## src/design/jpd_pkg.sv

```systemverilog
// Shared types, constants and the microprogram of the joint PD torque controller.
// No dependencies; every other file of the block but jpd_stream_if refers to it by scoped names.
package jpd_pkg;

  localparam int JOINTS_DEFAULT = 32;
  localparam int IDX_W          = 5;
  localparam int IDX_EXT_W      = 9;   // holds any joint count up to 511
  localparam int GAIN_W         = 31;
  localparam int ALPHA_W        = 16;
  localparam int CFG_INDEX_W    = 1;
  localparam int CFG_DATA_W     = 31;
  localparam int STEP_W         = 5;

  localparam logic [ALPHA_W-1:0] ALPHA_ONE = 16'h8000;

  // Configuration register indexes.
  localparam logic [CFG_INDEX_W-1:0] REG_RATE_LIMIT_ENABLE = 1'b0;
  localparam logic [CFG_INDEX_W-1:0] REG_DELTA_LIMIT       = 1'b1;

  typedef struct packed {
    logic [IDX_W-1:0]   joint_index;
    logic signed [31:0] pos_desired;
    logic signed [31:0] pos_measured;
    logic signed [31:0] vel_desired;
    logic signed [31:0] vel_measured;
    logic signed [31:0] torque_feedforward;
    logic [GAIN_W-1:0]  gain_p;
    logic [GAIN_W-1:0]  gain_d;
    logic [GAIN_W-1:0]  torque_limit;
    logic [ALPHA_W-1:0] filter_alpha;
    logic               pd_enable;
  } sample_t;

  typedef struct packed {
    logic [IDX_W-1:0]   joint_out;
    logic signed [31:0] torque_command;
    logic               saturated;
  } result_t;

  // One entry of the per-joint state store.
  typedef struct packed {
    logic signed [31:0] filt;
    logic signed [31:0] setpoint;
  } entry_t;

  typedef enum logic [3:0] {
    OP_READ,   // issue the state read
    OP_DIFF,   // latch state, form the setpoint step
    OP_LIMIT,  // clamp the setpoint step
    OP_EP,     // position error into the multiplier operands
    OP_MULH,   // product with the upper half of the operand
    OP_MULL,   // product with the lower half, upper product into the accumulator
    OP_ACC,    // add the lower product
    OP_SHP,    // keep the P term, velocity error into the operands
    OP_SHD,    // add the D term and saturate
    OP_ZEROX,  // PD term is zero
    OP_FDIFF,  // filter difference into the operands
    OP_FILT,   // filter update
    OP_FINAL   // feedforward, torque clamp, state write and result
  } op_t;

  typedef enum logic [1:0] {
    JMP_NONE,
    JMP_ALWAYS,
    JMP_NO_RATE,
    JMP_NO_PD
  } jump_t;

  typedef struct packed {
    op_t               op;
    jump_t             jump;
    logic [STEP_W-1:0] target;
    logic              last;
  } uword_t;

  typedef struct packed {
    logic run;
    op_t  op;
  } ctrl_t;

  typedef struct packed {
    logic rate_off;
    logic pd_off;
  } status_t;

  localparam logic [STEP_W-1:0] LBL_EP    = 5'd3;
  localparam logic [STEP_W-1:0] LBL_ZEROX = 5'd12;
  localparam logic [STEP_W-1:0] LBL_FDIFF = 5'd13;

  function automatic int addr_width(input int n);
    return (n > 1) ? $clog2(n) : 1;
  endfunction

  function automatic uword_t uw(input op_t op, input jump_t jump,
                                input logic [STEP_W-1:0] target, input logic last);
    uword_t w;
    w.op     = op;
    w.jump   = jump;
    w.target = target;
    w.last   = last;
    return w;
  endfunction

  // The microprogram: one control word per step.
  function automatic uword_t rom(input logic [STEP_W-1:0] step);
    uword_t w;
    case (step)
      5'd0:    w = uw(OP_READ,  JMP_NONE,    '0,        1'b0);
      5'd1:    w = uw(OP_DIFF,  JMP_NO_RATE, LBL_EP,    1'b0);
      5'd2:    w = uw(OP_LIMIT, JMP_NONE,    '0,        1'b0);
      5'd3:    w = uw(OP_EP,    JMP_NO_PD,   LBL_ZEROX, 1'b0);
      5'd4:    w = uw(OP_MULH,  JMP_NONE,    '0,        1'b0);
      5'd5:    w = uw(OP_MULL,  JMP_NONE,    '0,        1'b0);
      5'd6:    w = uw(OP_ACC,   JMP_NONE,    '0,        1'b0);
      5'd7:    w = uw(OP_SHP,   JMP_NONE,    '0,        1'b0);
      5'd8:    w = uw(OP_MULH,  JMP_NONE,    '0,        1'b0);
      5'd9:    w = uw(OP_MULL,  JMP_NONE,    '0,        1'b0);
      5'd10:   w = uw(OP_ACC,   JMP_NONE,    '0,        1'b0);
      5'd11:   w = uw(OP_SHD,   JMP_ALWAYS,  LBL_FDIFF, 1'b0);
      5'd12:   w = uw(OP_ZEROX, JMP_NONE,    '0,        1'b0);
      5'd13:   w = uw(OP_FDIFF, JMP_NONE,    '0,        1'b0);
      5'd14:   w = uw(OP_MULH,  JMP_NONE,    '0,        1'b0);
      5'd15:   w = uw(OP_MULL,  JMP_NONE,    '0,        1'b0);
      5'd16:   w = uw(OP_ACC,   JMP_NONE,    '0,        1'b0);
      5'd17:   w = uw(OP_FILT,  JMP_NONE,    '0,        1'b0);
      default: w = uw(OP_FINAL, JMP_NONE,    '0,        1'b1);
    endcase
    return w;
  endfunction

endpackage

```

## src/design/jpd_stream_if.sv

```systemverilog
// Valid/ready channel carrying one item of a given payload type.
// Depends on nothing; the payload types come from jpd_pkg where it is instantiated.
interface jpd_stream_if #(parameter type payload_t = logic) ();
  logic     valid;
  logic     ready;
  payload_t payload;

  modport source (output valid, output payload, input ready);
  modport sink   (input valid, input payload, output ready);
endinterface

```

## src/design/jpd_state_mem.sv

```systemverilog
// Per-joint state store: filter output and previous setpoint, one entry per joint.
// Uses jpd_pkg; written bits make entries that were never written read as zero.
module jpd_state_mem #(
  parameter int JOINTS = jpd_pkg::JOINTS_DEFAULT
) (
  input  logic                                      clk,
  input  logic                                      rst,
  input  logic                                      rd_en,
  input  logic [jpd_pkg::addr_width(JOINTS)-1:0]    rd_addr,
  output jpd_pkg::entry_t                           rd_data,
  input  logic                                      wr_en,
  input  logic [jpd_pkg::addr_width(JOINTS)-1:0]    wr_addr,
  input  jpd_pkg::entry_t                           wr_data
);

  jpd_pkg::entry_t mem [JOINTS];
  logic [JOINTS-1:0] written;
  jpd_pkg::entry_t rd_q;
  logic rd_ok;

  always_ff @(posedge clk) begin
    if (wr_en) begin
      mem[wr_addr] <= wr_data;
    end
    if (rd_en) begin
      rd_q  <= mem[rd_addr];
      rd_ok <= written[rd_addr];
    end
  end

  always_ff @(posedge clk) begin
    if (rst) begin
      written <= '0;
    end else if (wr_en) begin
      written[wr_addr] <= 1'b1;
    end
  end

  assign rd_data = rd_ok ? rd_q : '0;

endmodule

```

## src/design/jpd_sequencer.sv

```systemverilog
// Microcode sequencer: step counter, program table from jpd_pkg and conditional jumps.
// Drives the datapath with one control word per step.
module jpd_sequencer (
  input  logic             clk,
  input  logic             rst,
  input  logic             start,
  input  logic             stall,
  input  jpd_pkg::status_t status,
  output jpd_pkg::ctrl_t   ctrl,
  output logic             ready
);

  logic busy;
  logic [jpd_pkg::STEP_W-1:0] step;
  logic [jpd_pkg::STEP_W-1:0] step_next;
  jpd_pkg::uword_t word;
  logic taken;
  logic finishing;

  assign word = jpd_pkg::rom(step);

  always_comb begin
    unique case (word.jump)
      jpd_pkg::JMP_NONE:    taken = 1'b0;
      jpd_pkg::JMP_ALWAYS:  taken = 1'b1;
      jpd_pkg::JMP_NO_RATE: taken = status.rate_off;
      jpd_pkg::JMP_NO_PD:   taken = status.pd_off;
      default:              taken = 1'b0;
    endcase
  end

  assign step_next = taken ? word.target : step + 1'b1;

  // The last step waits while the previous result has not been taken.
  assign finishing = busy && word.last && !stall;
  assign ctrl.run  = busy && !(word.last && stall);
  assign ctrl.op   = word.op;
  assign ready     = !busy || finishing;

  always_ff @(posedge clk) begin
    if (rst) begin
      busy <= 1'b0;
      step <= '0;
    end else if (start) begin
      busy <= 1'b1;
      step <= '0;
    end else if (finishing) begin
      busy <= 1'b0;
    end else if (ctrl.run) begin
      step <= step_next;
    end
  end

endmodule

```

## src/design/jpd_datapath.sv

```systemverilog
// Datapath of the joint PD controller: item registers, one shared 32x18 multiplier,
// an accumulator and the clamp logic. Uses jpd_pkg; the state store sits beside it.
module jpd_datapath #(
  parameter int JOINTS = jpd_pkg::JOINTS_DEFAULT
) (
  input  logic                                   clk,
  input  jpd_pkg::ctrl_t                         ctrl,
  input  logic                                   load,
  input  jpd_pkg::sample_t                       sample,
  input  logic                                   rate_en,
  input  logic [jpd_pkg::CFG_DATA_W-1:0]         delta_limit,
  output jpd_pkg::status_t                       status,
  output logic                                   rd_en,
  output logic [jpd_pkg::addr_width(JOINTS)-1:0] mem_addr,
  input  jpd_pkg::entry_t                        rd_data,
  output logic                                   wr_en,
  output jpd_pkg::entry_t                        wr_data,
  output jpd_pkg::result_t                       res
);

  localparam int AW = jpd_pkg::addr_width(JOINTS);

  jpd_pkg::sample_t item;
  logic in_range;
  logic signed [31:0] prev, y, x, ynew;
  logic signed [32:0] d;
  logic signed [33:0] pset, mb;
  logic signed [31:0] ma;
  logic signed [49:0] prod;
  logic signed [65:0] acc;
  logic signed [50:0] psum;

  logic [jpd_pkg::IDX_EXT_W-1:0] idx_ext;
  logic signed [31:0] cur_prev, cur_y;
  logic [32:0] d_mag;
  logic signed [33:0] pset_lim;
  logic signed [17:0] mul_b;
  logic signed [49:0] mul_p;
  logic signed [65:0] prod_ext;
  logic signed [50:0] pd_sum;
  logic signed [31:0] pd_sat;
  logic signed [50:0] fsum;
  logic [jpd_pkg::ALPHA_W-1:0] alpha_c;
  logic signed [32:0] t;
  logic [32:0] t_mag;
  logic hit;
  logic signed [31:0] torque;

  assign idx_ext  = {{(jpd_pkg::IDX_EXT_W-jpd_pkg::IDX_W){1'b0}}, item.joint_index};
  assign mem_addr = idx_ext[AW-1:0];

  assign status.rate_off = !rate_en;
  assign status.pd_off   = !item.pd_enable;

  // A joint beyond the store works on zero state.
  assign cur_prev = in_range ? rd_data.setpoint : '0;
  assign cur_y    = in_range ? rd_data.filt : '0;

  // Setpoint step clamp; zero counts as positive.
  assign d_mag    = d[32] ? 33'(-d) : 33'(d);
  assign pset_lim = d[32] ? ({{2{prev[31]}}, prev} - {3'b000, delta_limit})
                          : ({{2{prev[31]}}, prev} + {3'b000, delta_limit});

  // The 34-bit operand goes through the multiplier in two 17-bit halves.
  assign mul_b    = (ctrl.op == jpd_pkg::OP_MULH) ? {mb[33], mb[33:17]} : {1'b0, mb[16:0]};
  assign mul_p    = ma * mul_b;
  assign prod_ext = {{16{prod[49]}}, prod};

  assign pd_sum = psum + {acc[65], acc[65:16]};
  assign pd_sat = ((pd_sum[50:31] == '0) || (pd_sum[50:31] == '1)) ? pd_sum[31:0]
                : (pd_sum[50] ? 32'sh8000_0000 : 32'sh7FFF_FFFF);

  assign fsum    = {{19{y[31]}}, y} + acc[65:15];
  assign alpha_c = (item.filter_alpha > jpd_pkg::ALPHA_ONE) ? jpd_pkg::ALPHA_ONE
                                                            : item.filter_alpha;

  // Torque clamp; a magnitude equal to the limit counts as clamped.
  assign t      = {ynew[31], ynew} + {item.torque_feedforward[31], item.torque_feedforward};
  assign t_mag  = t[32] ? 33'(-t) : 33'(t);
  assign hit    = t_mag >= {2'b00, item.torque_limit};
  assign torque = hit ? (t[32] ? -{1'b0, item.torque_limit} : {1'b0, item.torque_limit})
                      : t[31:0];

  assign rd_en   = ctrl.run && (ctrl.op == jpd_pkg::OP_READ);
  assign wr_en   = ctrl.run && (ctrl.op == jpd_pkg::OP_FINAL) && in_range;
  assign wr_data = '{filt: ynew, setpoint: pset[31:0]};

  always_ff @(posedge clk) begin
    if (load) begin
      item     <= sample;
      in_range <= {{(jpd_pkg::IDX_EXT_W-jpd_pkg::IDX_W){1'b0}}, sample.joint_index}
                  < jpd_pkg::IDX_EXT_W'(JOINTS);
    end
    if (ctrl.run) begin
      unique case (ctrl.op)
        jpd_pkg::OP_DIFF: begin
          prev <= cur_prev;
          y    <= cur_y;
          d    <= {item.pos_desired[31], item.pos_desired} - {cur_prev[31], cur_prev};
          pset <= {{2{item.pos_desired[31]}}, item.pos_desired};
        end
        jpd_pkg::OP_LIMIT: begin
          if (d_mag >= {2'b00, delta_limit}) begin
            pset <= pset_lim;
          end
        end
        jpd_pkg::OP_EP: begin
          mb <= pset - {{2{item.pos_measured[31]}}, item.pos_measured};
          ma <= {1'b0, item.gain_p};
        end
        jpd_pkg::OP_MULH: begin
          prod <= mul_p;
        end
        jpd_pkg::OP_MULL: begin
          prod <= mul_p;
          acc  <= prod_ext <<< 17;
        end
        jpd_pkg::OP_ACC: begin
          acc <= acc + prod_ext;
        end
        jpd_pkg::OP_SHP: begin
          psum <= {acc[65], acc[65:16]};
          mb   <= {{2{item.vel_desired[31]}}, item.vel_desired}
                - {{2{item.vel_measured[31]}}, item.vel_measured};
          ma   <= {1'b0, item.gain_d};
        end
        jpd_pkg::OP_SHD: begin
          x <= pd_sat;
        end
        jpd_pkg::OP_ZEROX: begin
          x <= '0;
        end
        jpd_pkg::OP_FDIFF: begin
          mb <= {{2{x[31]}}, x} - {{2{y[31]}}, y};
          ma <= {16'h0000, alpha_c};
        end
        jpd_pkg::OP_FILT: begin
          ynew <= fsum[31:0];
        end
        jpd_pkg::OP_FINAL: begin
          res.joint_out      <= item.joint_index;
          res.torque_command <= torque;
          res.saturated      <= hit;
        end
        default: begin
        end
      endcase
    end
  end

endmodule

```

## src/design/joint_pd_torque_control.sv

```systemverilog
// Joint PD torque controller: top level with the configuration registers and result register.
// Depends on jpd_pkg, jpd_stream_if, jpd_sequencer, jpd_datapath and jpd_state_mem.
//
// One item is one sample of one joint and gives one result. Items are handled one at a
// time by a short microprogram that runs every product through a single 32x18 multiplier,
// each of the three products (Kp, Kd, filter) in two halves over three steps. With rate
// limiting off the setpoint clamp is skipped, and with PD off both PD products are skipped;
// the next item is accepted in the cycle of the last step. The result waits in an output
// register; if it has not been taken when the next one is ready, the last step holds.
// Filter and setpoint state are zero after reset with no clearing pass, and configuration
// is to be written only while the block is idle; the block itself does not enforce this.
module joint_pd_torque_control #(
  parameter int JOINTS = jpd_pkg::JOINTS_DEFAULT
) (
  input  logic                               clk,
  input  logic                               rst,
  jpd_stream_if.sink                         sample,
  jpd_stream_if.source                       result,
  input  logic                               cfg_we,
  input  logic [jpd_pkg::CFG_INDEX_W-1:0]    cfg_index,
  input  logic [jpd_pkg::CFG_DATA_W-1:0]     cfg_data
);

  localparam int AW = jpd_pkg::addr_width(JOINTS);

  logic rate_en;
  logic [jpd_pkg::CFG_DATA_W-1:0] delta_limit;
  logic res_valid;
  logic start;
  logic stall;
  logic seq_ready;
  jpd_pkg::ctrl_t   ctrl;
  jpd_pkg::status_t status;
  jpd_pkg::result_t res;
  jpd_pkg::entry_t  rd_data, wr_data;
  logic rd_en, wr_en;
  logic [AW-1:0] mem_addr;

  assign start          = sample.valid && sample.ready;
  assign sample.ready   = seq_ready;
  assign stall          = res_valid && !result.ready;
  assign result.valid   = res_valid;
  assign result.payload = res;

  always_ff @(posedge clk) begin
    if (rst) begin
      rate_en     <= 1'b0;
      delta_limit <= '0;
    end else if (cfg_we) begin
      unique case (cfg_index)
        jpd_pkg::REG_RATE_LIMIT_ENABLE: rate_en     <= cfg_data[0];
        jpd_pkg::REG_DELTA_LIMIT:       delta_limit <= cfg_data;
        default: begin
        end
      endcase
    end
  end

  always_ff @(posedge clk) begin
    if (rst) begin
      res_valid <= 1'b0;
    end else if (ctrl.run && (ctrl.op == jpd_pkg::OP_FINAL)) begin
      res_valid <= 1'b1;
    end else if (result.ready) begin
      res_valid <= 1'b0;
    end
  end

  jpd_sequencer u_seq (
    .clk    (clk),
    .rst    (rst),
    .start  (start),
    .stall  (stall),
    .status (status),
    .ctrl   (ctrl),
    .ready  (seq_ready)
  );

  jpd_datapath #(.JOINTS(JOINTS)) u_dp (
    .clk         (clk),
    .ctrl        (ctrl),
    .load        (start),
    .sample      (sample.payload),
    .rate_en     (rate_en),
    .delta_limit (delta_limit),
    .status      (status),
    .rd_en       (rd_en),
    .mem_addr    (mem_addr),
    .rd_data     (rd_data),
    .wr_en       (wr_en),
    .wr_data     (wr_data),
    .res         (res)
  );

  jpd_state_mem #(.JOINTS(JOINTS)) u_mem (
    .clk     (clk),
    .rst     (rst),
    .rd_en   (rd_en),
    .rd_addr (mem_addr),
    .rd_data (rd_data),
    .wr_en   (wr_en),
    .wr_addr (mem_addr),
    .wr_data (wr_data)
  );

endmodule

```

## src/flat_wrapper.sv

```systemverilog
// flat-port wrapper written by rule: the top's interface ports become plain ports
module joint_pd_torque_control_flat 
#(
  parameter int JOINTS = jpd_pkg::JOINTS_DEFAULT
)
  (clk, rst, cfg_we, cfg_index, cfg_data, sample_valid, sample_payload, sample_ready, result_valid, result_payload, result_ready);
  jpd_stream_if sample_i ();
  jpd_stream_if result_i ();
  input  logic clk;
  input  logic rst;
  input  logic cfg_we;
  input  logic [jpd_pkg::CFG_INDEX_W-1:0] cfg_index;
  input  logic [jpd_pkg::CFG_DATA_W-1:0] cfg_data;
  input wire logic [$bits(sample_i.valid)-1:0] sample_valid;
  input wire logic [$bits(sample_i.payload)-1:0] sample_payload;
  output wire logic [$bits(sample_i.ready)-1:0] sample_ready;
  output wire logic [$bits(result_i.valid)-1:0] result_valid;
  output wire logic [$bits(result_i.payload)-1:0] result_payload;
  input wire logic [$bits(result_i.ready)-1:0] result_ready;
  assign sample_i.valid = sample_valid;
  assign sample_i.payload = sample_payload;
  assign sample_ready = sample_i.ready;
  assign result_valid = result_i.valid;
  assign result_payload = result_i.payload;
  assign result_i.ready = result_ready;
  joint_pd_torque_control #(.JOINTS(JOINTS)) u_core (.clk(clk), .rst(rst), .sample(sample_i), .result(result_i), .cfg_we(cfg_we), .cfg_index(cfg_index), .cfg_data(cfg_data));
endmodule
```

## config.mk

```make
export PLATFORM = sky130hd
export DESIGN_NAME = joint_pd_torque_control_flat
export DESIGN_NICKNAME = d
export VERILOG_FILES = /design/src/design/jpd_pkg.sv /design/src/design/jpd_stream_if.sv /design/src/design/jpd_state_mem.sv /design/src/design/jpd_sequencer.sv /design/src/design/jpd_datapath.sv /design/src/design/joint_pd_torque_control.sv /design/src/flat_wrapper.sv
export SDC_FILE = /design/constraint.sdc
export NUM_CORES = 1
export LEC_CHECK = 0
export ABC_AREA = 1
export BUFFER_PORTS_ARGS = -buffer_cell sky130_fd_sc_hd__buf_2
export CAP_MARGIN = 15
export CORE_ASPECT_RATIO = 1.1
export CORE_MARGIN = 4
export CORE_UTILIZATION = 40
export DETAILED_ROUTE_END_ITERATION = 12
export PLACE_DENSITY = 0.8
export SLEW_MARGIN = 15
export SYNTH_ARGS = -nofsm -noshare
export SYNTH_HDL_FRONTEND = slang
export SYNTH_SLANG_ARGS = --single-unit
```

## constraint.sdc

```tcl
create_clock -name clk -period 1.7 [get_ports clk]
set_input_delay 0 -clock clk [delete_from_list [all_inputs] [get_ports clk]]
set_output_delay 0 -clock clk [all_outputs]
set_load 0.05 [all_outputs]
```

# ---- After elaboration in Yosys (flattened, before gate mapping)
# Memory sizes are Yosys's and may differ from the RTL's. A register that Yosys moved wholly into a read port is not among the register bits.
# Index checks and enable logic that the tools add are counted.
# Widths: inputs -> output; s select.
dict set report totals {
  rom_bits 352
  ramBits 2048
  n_memories 2
  inputBits 38
  reg_bits 204
}
# name depth word_bits rd rd_clocked_by_memory_dff write_ports line_no
set memory_table {}
lappend memory_table {u_core.u_mem.mem 32 64 1 1 1 jpd_state_mem.sv:16} ;# jpd_pkg::entry_t mem [JOINTS];
lappend memory_table {{(no name shown)} 32 11 1 1 0 jpd_pkg.sv:107} ;# case (step)
dict set report op_classes {
  bitwise 2
  order_cmp 2
  n_reduce_logical 28
  eq_ne 8
  addsub 6
  muxes 16
}
# op count
set ops {}
lappend ops {{$mux 32} 3}
lappend ops {{$mux 33} 2}
lappend ops {{$pmux 32 s2} 1}
lappend ops {{$ge 33x1->1 const B} 1}
lappend ops {{$ge 33x31->1} 1}
lappend ops {{$neg 32->33} 1}
lappend ops {{$neg 33->33} 1}
lappend ops {{$sub 1x32->33 const A} 1}
lappend ops {{$add 32x32->32} 1}
lappend ops {{$sub 32x32->32} 1}
lappend ops {{$mux 5} 3}
lappend ops {{$reduce_and 2->1} 6}
lappend ops {{$eq 4x4->1 const B} 2}
lappend ops {{$logic_and 1x1->1} 8}
lappend ops {{$logic_not 1->1} 6}
lappend ops {{$mux 1} 6}
lappend ops {{$reduce_bool 2->1} 3}
lappend ops {{$add 5x1->5 const B} 1}
lappend ops {{$eq 2x2->1 const B} 2}
lappend ops {{$eq 4x1->1 const B} 1}
lappend ops {{$eq 4x2->1 const B} 1}
lappend ops {{$logic_not 4->1} 1}
lappend ops {{$pmux 1 s4} 1}
lappend ops {{$reduce_and 3->1} 1}
lappend ops {{6 further kinds} 7}

# ---- Depth between registers and ports, before layout
# Gate-level depths: netlist of the first run.
dict set report depth {
  depth_word 8
  ltp_mapped 16
  depth_no_buf 16
}

# ---- Hierarchy
# Synthesis of the first run repeated with hierarchy kept, for this count alone.
dict set report hier_totals {
  cells_unflattened 15825
  area_unflattened_um2 156933.0
}
# mod area_each_um2 seq_area_each_um2 cells_per_inst n_inst
set modules_own_cells {}
lappend modules_own_cells {jpd_state_mem 85570.8 64091.5 7043 1}
lappend modules_own_cells {jpd_datapath 69237.7 22161.3 8498 1}
lappend modules_own_cells {joint_pd_torque_control 1192.4 660.6 155 1}
lappend modules_own_cells {jpd_sequencer 932.1 300.3 129 1}

# ---- Worst setup path before layout of the first run
# OpenSTA, ideal clock, no wires.
dict set report synth_timing {
  path_type {register -> register}
  from {register u_core.res_valid (netlist: u_core.result.valid)}
  to {register u_core.u_seq.word[10] (netlist name)}
  path_stages_with_launch 13
  period_less_slack_ps 1896
  setup_time_ps 113
  arrival_ps 1783
  required_time_ps 1587
  path_slack_ps -196
  path_cell_list {dfxtp_1 nand3_1 nand3_2 nand2_2 clkinv_4 nand2_1 inv_1 ha_1 inv_1 nor2_2 nor2_2 nor2_1 nor2_1}
}
dict set report synth_between {
  elab_chain_cells 7
  elab_cells_between_ends 13
}
# item line_no
set synth_lines {}
lappend synth_lines {{from (decl)} joint_pd_torque_control.sv:28} ;# logic res_valid;
lappend synth_lines {{from (signal assigned)} joint_pd_torque_control.sv:61} ;# res_valid <= 1'b0;
lappend synth_lines {{from (signal assigned)} joint_pd_torque_control.sv:63} ;# res_valid <= 1'b1;
lappend synth_lines {{from (signal assigned)} joint_pd_torque_control.sv:65} ;# res_valid <= 1'b0;
lappend synth_lines {{$logic_and 1x1->1 *} joint_pd_torque_control.sv:41} ;# assign stall = res_valid && !result.ready;
lappend synth_lines {{$logic_and 1x1->1 / $logic_not 1->1 (equally long branches)} {jpd_sequencer.sv:36, jpd_sequencer.sv:35}}
lappend synth_lines {{$logic_not 1->1 / $logic_and 1x1->1 (equally long branches)} {jpd_sequencer.sv:36, jpd_sequencer.sv:35}}
lappend synth_lines {{$logic_and 1x1->1, or another cell as far along} jpd_sequencer.sv:36} ;# assign ctrl.run = busy && !(word.last && stall);
lappend synth_lines {{$reduce_and 2->1 (no line) / $logic_and 1x1->1 (equally long branches)} --}
lappend synth_lines {{$mux 5 (no line) / $reduce_or 2->1 (equally long branches)} --}
lappend synth_lines {{$mux 5 (no line) *} --}
# Mark *: on every way between the ends. The rest lies on a longest branch, timed or not.
# A chain may end at the register's enable or synchronous reset.

# ---- Final worst setup path of the first run
dict set report layout_timing {
  from {register u_core.u_seq.word[6] (netlist name)}
  to {register u_core.u_seq.word[9] (netlist name)}
}
dict set report layout_between {
  elab_chain_cells 5
  elab_cells_between_ends 8
}
# item line_no
set layout_lines {}
lappend layout_lines {{$eq 2x2->1, or another cell as far along} jpd_sequencer.sv:23} ;# unique case (word.jump)
lappend layout_lines {{$pmux 1 s4 *} jpd_sequencer.sv:23}
lappend layout_lines {{$mux 5 *} jpd_sequencer.sv:32} ;# assign step_next = taken ? word.target : step + 1'b1;
lappend layout_lines {{$mux 5 (no line) * (2 in series)} --}
# Marks and branches as above.

==> flow_summary.ini, run 1 <==
[outcome]
outcome = finished, violations left
violations = negative setup slack

[grt]
grt_pass1_wl_um = 4280
track_usage = 0.147
antenna_found_initial = 0
grt_start_max_net_pins = 11
grt_overflow = 0
grt_pass1_vias = 1019

[floorplan]
die_h_um = 64.1
num_io_pins = 41
initial_core_util = 0.416
die_area_um2 = 3780
core_um2 = 2750
die_width_um = 59.0
fp-row-count = 20

[sta]
fin_crit_sh = 1.04
hold_viol_final = 0
setup_tns_ps = -70.2
max_freq_mhz = 565
setup_viol = 1
drv_slew = 0
finClkSkew_ps = 4.03
final.setup.worst_slack_ps = -70.2
fin_crit_ps = 1770
rsz0062_at_grt = yes
holdWs_ps = 423

[critical_path]
crit_path_end_kind = flip-flop
cp_slowest_stage_delay_ps = 350
worstSetupStartpointType = flip-flop
crit_top_cell = nand2_4
cp.required_ps = 1970
crit_type = flip-flop to flip-flop
cp.arrival_ps = 2040
crit_slowest_cell = dfxtp_2
cp_max_fo = 4
cp_cell_sequence = nor2_4 > nand2_4 > nand2_4 > nand2_2 > o21ai_2 > nand2_1 > nand2_2 > nand2_4 > inv_6 > ha_4 > inv_2 > nand2_1 > nand3_1 > nor2_1 > nor2_1 > nor2_2

[synth]
ys_seq_area_frac = 0.323
syn_inst = 147
syn_nets = 191
ys_types = 28
syn_area_um2 = 1140
yosys-top-cells-area = dfxtp_1 30%, nand2_1 10%, nand2_4 7.9%
yosysTopAreaCell = dfxtp_1
synthDominantCellAreaShare = 0.297
ys_seq_elements = 18
synth.avg_cell_area_um2 = 7.79
yosysWarnings = 0

[min_path]
hp-class = input pin to flip-flop

[routing]
drtIter0Drc = 29
num_vias = 998
ant_nets = 0
drcViolationCount = 0
vias_per_cell = 4.64
drt_pass1_iterations = 4
wire_per_inst_um = 12.4
routed_wl_um = 2670

[place]
dp_hpwl_um = 1800
place.gp.congestion = 0.902
place_area_um2 = 1330
port_buffers = 9

[clock_network]
clk_latency_ps = 310
htreeDepth = 1
cts_num_sinks = 18
cts_tree = yes
clockBufferDepth = 2
cts_made_buffers = 3
clkSlewWorstSetupHoldPaths_ps = 110
ctsRootBufferMaster = clkbuf_4

[finish]
drive_gt1_frac = 0.495
num_antenna_cells = 0
area_delta_synth_final_pct = 36.6
final_cell_mix = 24 x nand2_1, 17 x inv_1, 17 x buf_4
stdcell_area_um2 = 1560
nets = 227
final_common_cell = nand2_1
finalCoreUtilization = 0.568

[pwr]
leakage_nw = 0.784
finalPower_mw = 0.967
power_density_nw_per_um2 = 618
vdd_drop_max_v = 0.000350

[run]
max_cap_violations = 0
cell type report:
cell class                 instances  area (µm²)
inverter                          28         125
timing repair buffer              32         243
tap                               33        41.3
multi-input combinational        100         738
clock buffer                       4        36.3
sequential                        18         380
fill                             239        1190
logic make-up (layout without fill, tap and decap cells):
family | after synthesis | count (layout) | share of synthesized area
xor+xnor | 1 | 1 | 0.00765
compound gates | 8 | 8 | 0.0546
other cells | 1 | 1 | 0.00328
flops | 18 | 18 | 0.324
buf+inv | 29 | 64 | 0.109
simple gates | 84 | 84 | 0.436
fa+ha+maj | 6 | 6 | 0.0656
path summary, 6_finish.rpt:
kind	from	end	slack, ps	cells past startpoint
max reg2reg	u_core.u_seq.word[6]	u_core.u_seq.word[9]	-70	16
max	u_core.u_seq.word[6]	u_core.u_seq.word[9]	-70	16
min	rst	u_core.result.valid	420	3
min reg2reg	u_core.result.valid	u_core.result.valid	500	2
critical path, delay by kind of cell, from the launching register on:
family | cells | cell delay (ps)
simple gates | 12 | 1030
fa+ha+maj | 1 | 150
buf+inv | 2 | 120
flops | 1 | 350
compound gates | 1 | 60
timing repair:
item                                    4_1_cts  5_1_grt
endpoints found under the hold margin         4        0
setup buffers                                 0        5
pin swaps                                     6       18
endpoints found under the setup margin        6        7
hold buffers                                  5        0
resized for setup                            11       22
stage by stage:
step	setup slack [ps]	std cells
final	-70.2	215
after global routing	-191	215
after CTS	10.7	210
after detailed placement	-58.2	201
after global placement	-22.9	201
after floorplan	15.2	147
cells in the mapped netlist:
cell type,instances
nor2_2,3
nand2_2,9
nor2_1,11
nand2_4,8
a21oi_1,3
or4_1,1
conb_1,1
nand4_1,1
nand3_1,12
ha_1,6
o21ai_1,1
nand3_4,2
nand2_8,1
inv_8,1
nand2_1,31
nor3_1,1
inv_2,3
edfxtp_1,1
o21ai_0,2
buf_4,1
xnor2_1,1
clkinv_4,1
clkinv_1,1
nand3_2,2
a21oi_4,2
dfxtp_1,17
inv_1,22
nor2_4,2
flip-flops by register name (all words and copies together), names as in the netlist:
signal and count:
u_core.result.valid 1, u_core.u_seq.busy 1, u_core.u_dp.item 1, u_core.rate_en 1, u_core.u_seq.step 5, u_core.u_seq.word 9
metal layers:
metal | global-route usage | wire, µm | vias to the layer above
met5 | 0 | 0 | -
met4 | 0.0595 | 54 | 0
met3 | 0.0121 | 48 | 5
met2 | 0.280 | 1540 | 13
met1 | 0.159 | 1030 | 467
li1 | - | - | 513
power breakdown:
part	internal [mW]	switching, mW
clock	0.131	0.151
combinational	0.0990	0.130
sequential	0.443	0.0128
total	0.673	0.294
Power figures use the tool's default switching activity.
==> run 2, diff against run 1 <==
CELL_PAD_IN_SITES_DETAIL_PLACEMENT = 0   (was unset)
CELL_PAD_IN_SITES_GLOBAL_PLACEMENT = 1   (was unset)
CORE_UTILIZATION = 31   (was 40)
PLACE_DENSITY = 0.86   (was 0.8)
REMOVE_ABC_BUFFERS = 1   (was unset)
==> run 2 against run 1 <==
- the flow now finishes without violations
- largest power group unchanged
- cell count increased by 8.4%
- power decreased by 5.8%
- sequential cell count did not move
- global-route usage fell by 3.5 points
- non-clock buffer count up 3
- routed wire length fell by 9.5%
- die area grew 25%
- critical endpoint is now u_core.u_seq.word[8]
- combinational power down 3%
- sequential share of layout area rose by 0.24 points
- sequential power hardly changed
==> flow_summary.ini, run 2 (same netlist as run 1, synthesis figures left out) <==
[routing]
ant_nets = 0
routed_wl_um = 2420
drt_pass1_iterations = 4
num_vias = 981
drtIter0Drc = 21
wire_per_inst_um = 10.4
drcViolationCount = 0
vias_per_cell = 4.21

[grt]
antenna_found_initial = 0
grt_pass1_wl_um = 4110
grt_start_max_net_pins = 11
grt_overflow = 0
grt_pass1_vias = 988
track_usage = 0.112

[critical_path]
worstSetupStartpointType = flip-flop
cp.arrival_ps = 1880
cp.required_ps = 1920
timing.rr.start = u_core.u_seq.word[7]
crit_path_end_kind = flip-flop
crit_start = u_core.u_seq.word[7]
cp_max_fo = 5
crit_type = flip-flop to flip-flop

[finish]
nets = 230
drive_gt1_frac = 0.454
fillers = 340
area_delta_synth_final_pct = 35.7
multi_input_area_um2 = 711
regArea_um2 = 382
final_cell_mix = 26 x nand2_1, 20 x buf_4, 19 x inv_1
final_common_cell = nand2_1
largest_reg_flops = 9
num_antenna_cells = 0

[sta]
rsz0062_at_grt = yes
fin_crit_ps = 1660
setup_tns_ps = 0
max_freq_mhz = 603
drv_slew = 0
final.setup.worst_slack_ps = 40.4
fin_crit_sh = 0.976
setup_viol = 0
finClkSkew_ps = 20.1
hold_viol_final = 0

[pwr]
power_density_nw_per_um2 = 586
vdd_drop_max_v = 0.000199
leakage_nw = 0.775

[place]
port_buffers = 9
preCtsSetupSlack_ps = -69.7
dp_hpwl_um = 1910
place.gp.congestion = 0.850

[clock_network]
clk_latency_ps = 310
htreeDepth = 1
ctsRootBufferMaster = clkbuf_4
clockBufferDepth = 2
cts_made_buffers = 3
clkSlewWorstSetupHoldPaths_ps = 120
cts_num_sinks = 18
cts_tree = yes

[floorplan]
fp-row-count = 22
die_area_um2 = 4730
die_h_um = 71.7
core_um2 = 3440
num_io_pins = 41
initial_core_util = 0.333
die_width_um = 65.9

[min_path]
min_from = cfg_we
hp-class = input pin to flip-flop

[run]
max_cap_violations = 0

[outcome]
outcome = completed
run 2: changes by cell type in the layout (fill, tap and decap cells not counted), moves of 2 or more:
cell / change
nand2_1: +2
dfxtp_2: -2
buf_4: +3
nand2_2: -2
inv_1: +2
run 2: final cells by class:
| class | instances | share of cell area |
|---|---|---|
| well taps | 48 | 0.0386 |
| inverters | 28 | 0.0773 |
| multi-input cells | 100 | 0.457 |
| clock buffers | 4 | 0.0169 |
| repair buffers | 35 | 0.164 |
| flip-flops and latches | 18 | 0.246 |
run 2: worst paths after layout:
kind / to / slack, ps / cells after the start
setup / recovery: u_core.u_seq.word[8] / 40 / 14
hold / removal: u_core.rate_en / 2 / 4
setup reg to reg: u_core.u_seq.word[8] / 40 / 14
hold reg to reg: u_core.result.valid / 500 / 2
run 2: worst max-delay path, stage by stage (launching register included):
cell	delay (ps)
dfxtp_4	390
nand2_2	50
nand2_2	80
nand2_4	70
nand2_2	70
o21ai_2	50
nand2_1	80
nand2_2	90
nand2_4	100
inv_4	50
ha_1	280
nand2_1	70
nand3_1	60
nand2_1	70
nand2_1	60
run 2: report_power, final:
part / switching, mW / internal [mW] / total (mW)
sequential: 0.0125 / 0.442 / 0.454
clock: 0.144 / 0.0917 / 0.236
combinational: 0.123 / 0.0986 / 0.221
run 2: per-layer routing:
layer	vias to the layer above	track usage	part of all wire
met5	-	0	0
met4	0	0.0813	0.037
met3	7	0.00470	0.027
met2	18	0.212	0.53
met1	437	0.115	0.40
li1	519	-	-
run 2: per-stage QoR:
step	power (mW)	hold WS [ps]	cells	util	cell area (µm²)
after floorplan	0.582	69.1	146	-	1140
after global placement	0.647	183	220	0.398	1370
after detailed placement	0.649	186	220	0.398	1370
after CTS	0.894	11.6	231	0.428	1470
after global routing	0.949	30.3	233	0.452	1550
final	0.911	2.21	233	0.452	1550
run 2: timing repair:
item                                   4_1_cts  5_1_grt
setup endpoints to repair                    6        7
pin swaps                                    2       19
hold buffers                                 6        0
endpoints found under the hold margin        4        0
buffers inserted                             1        2
resized for setup                            5       20
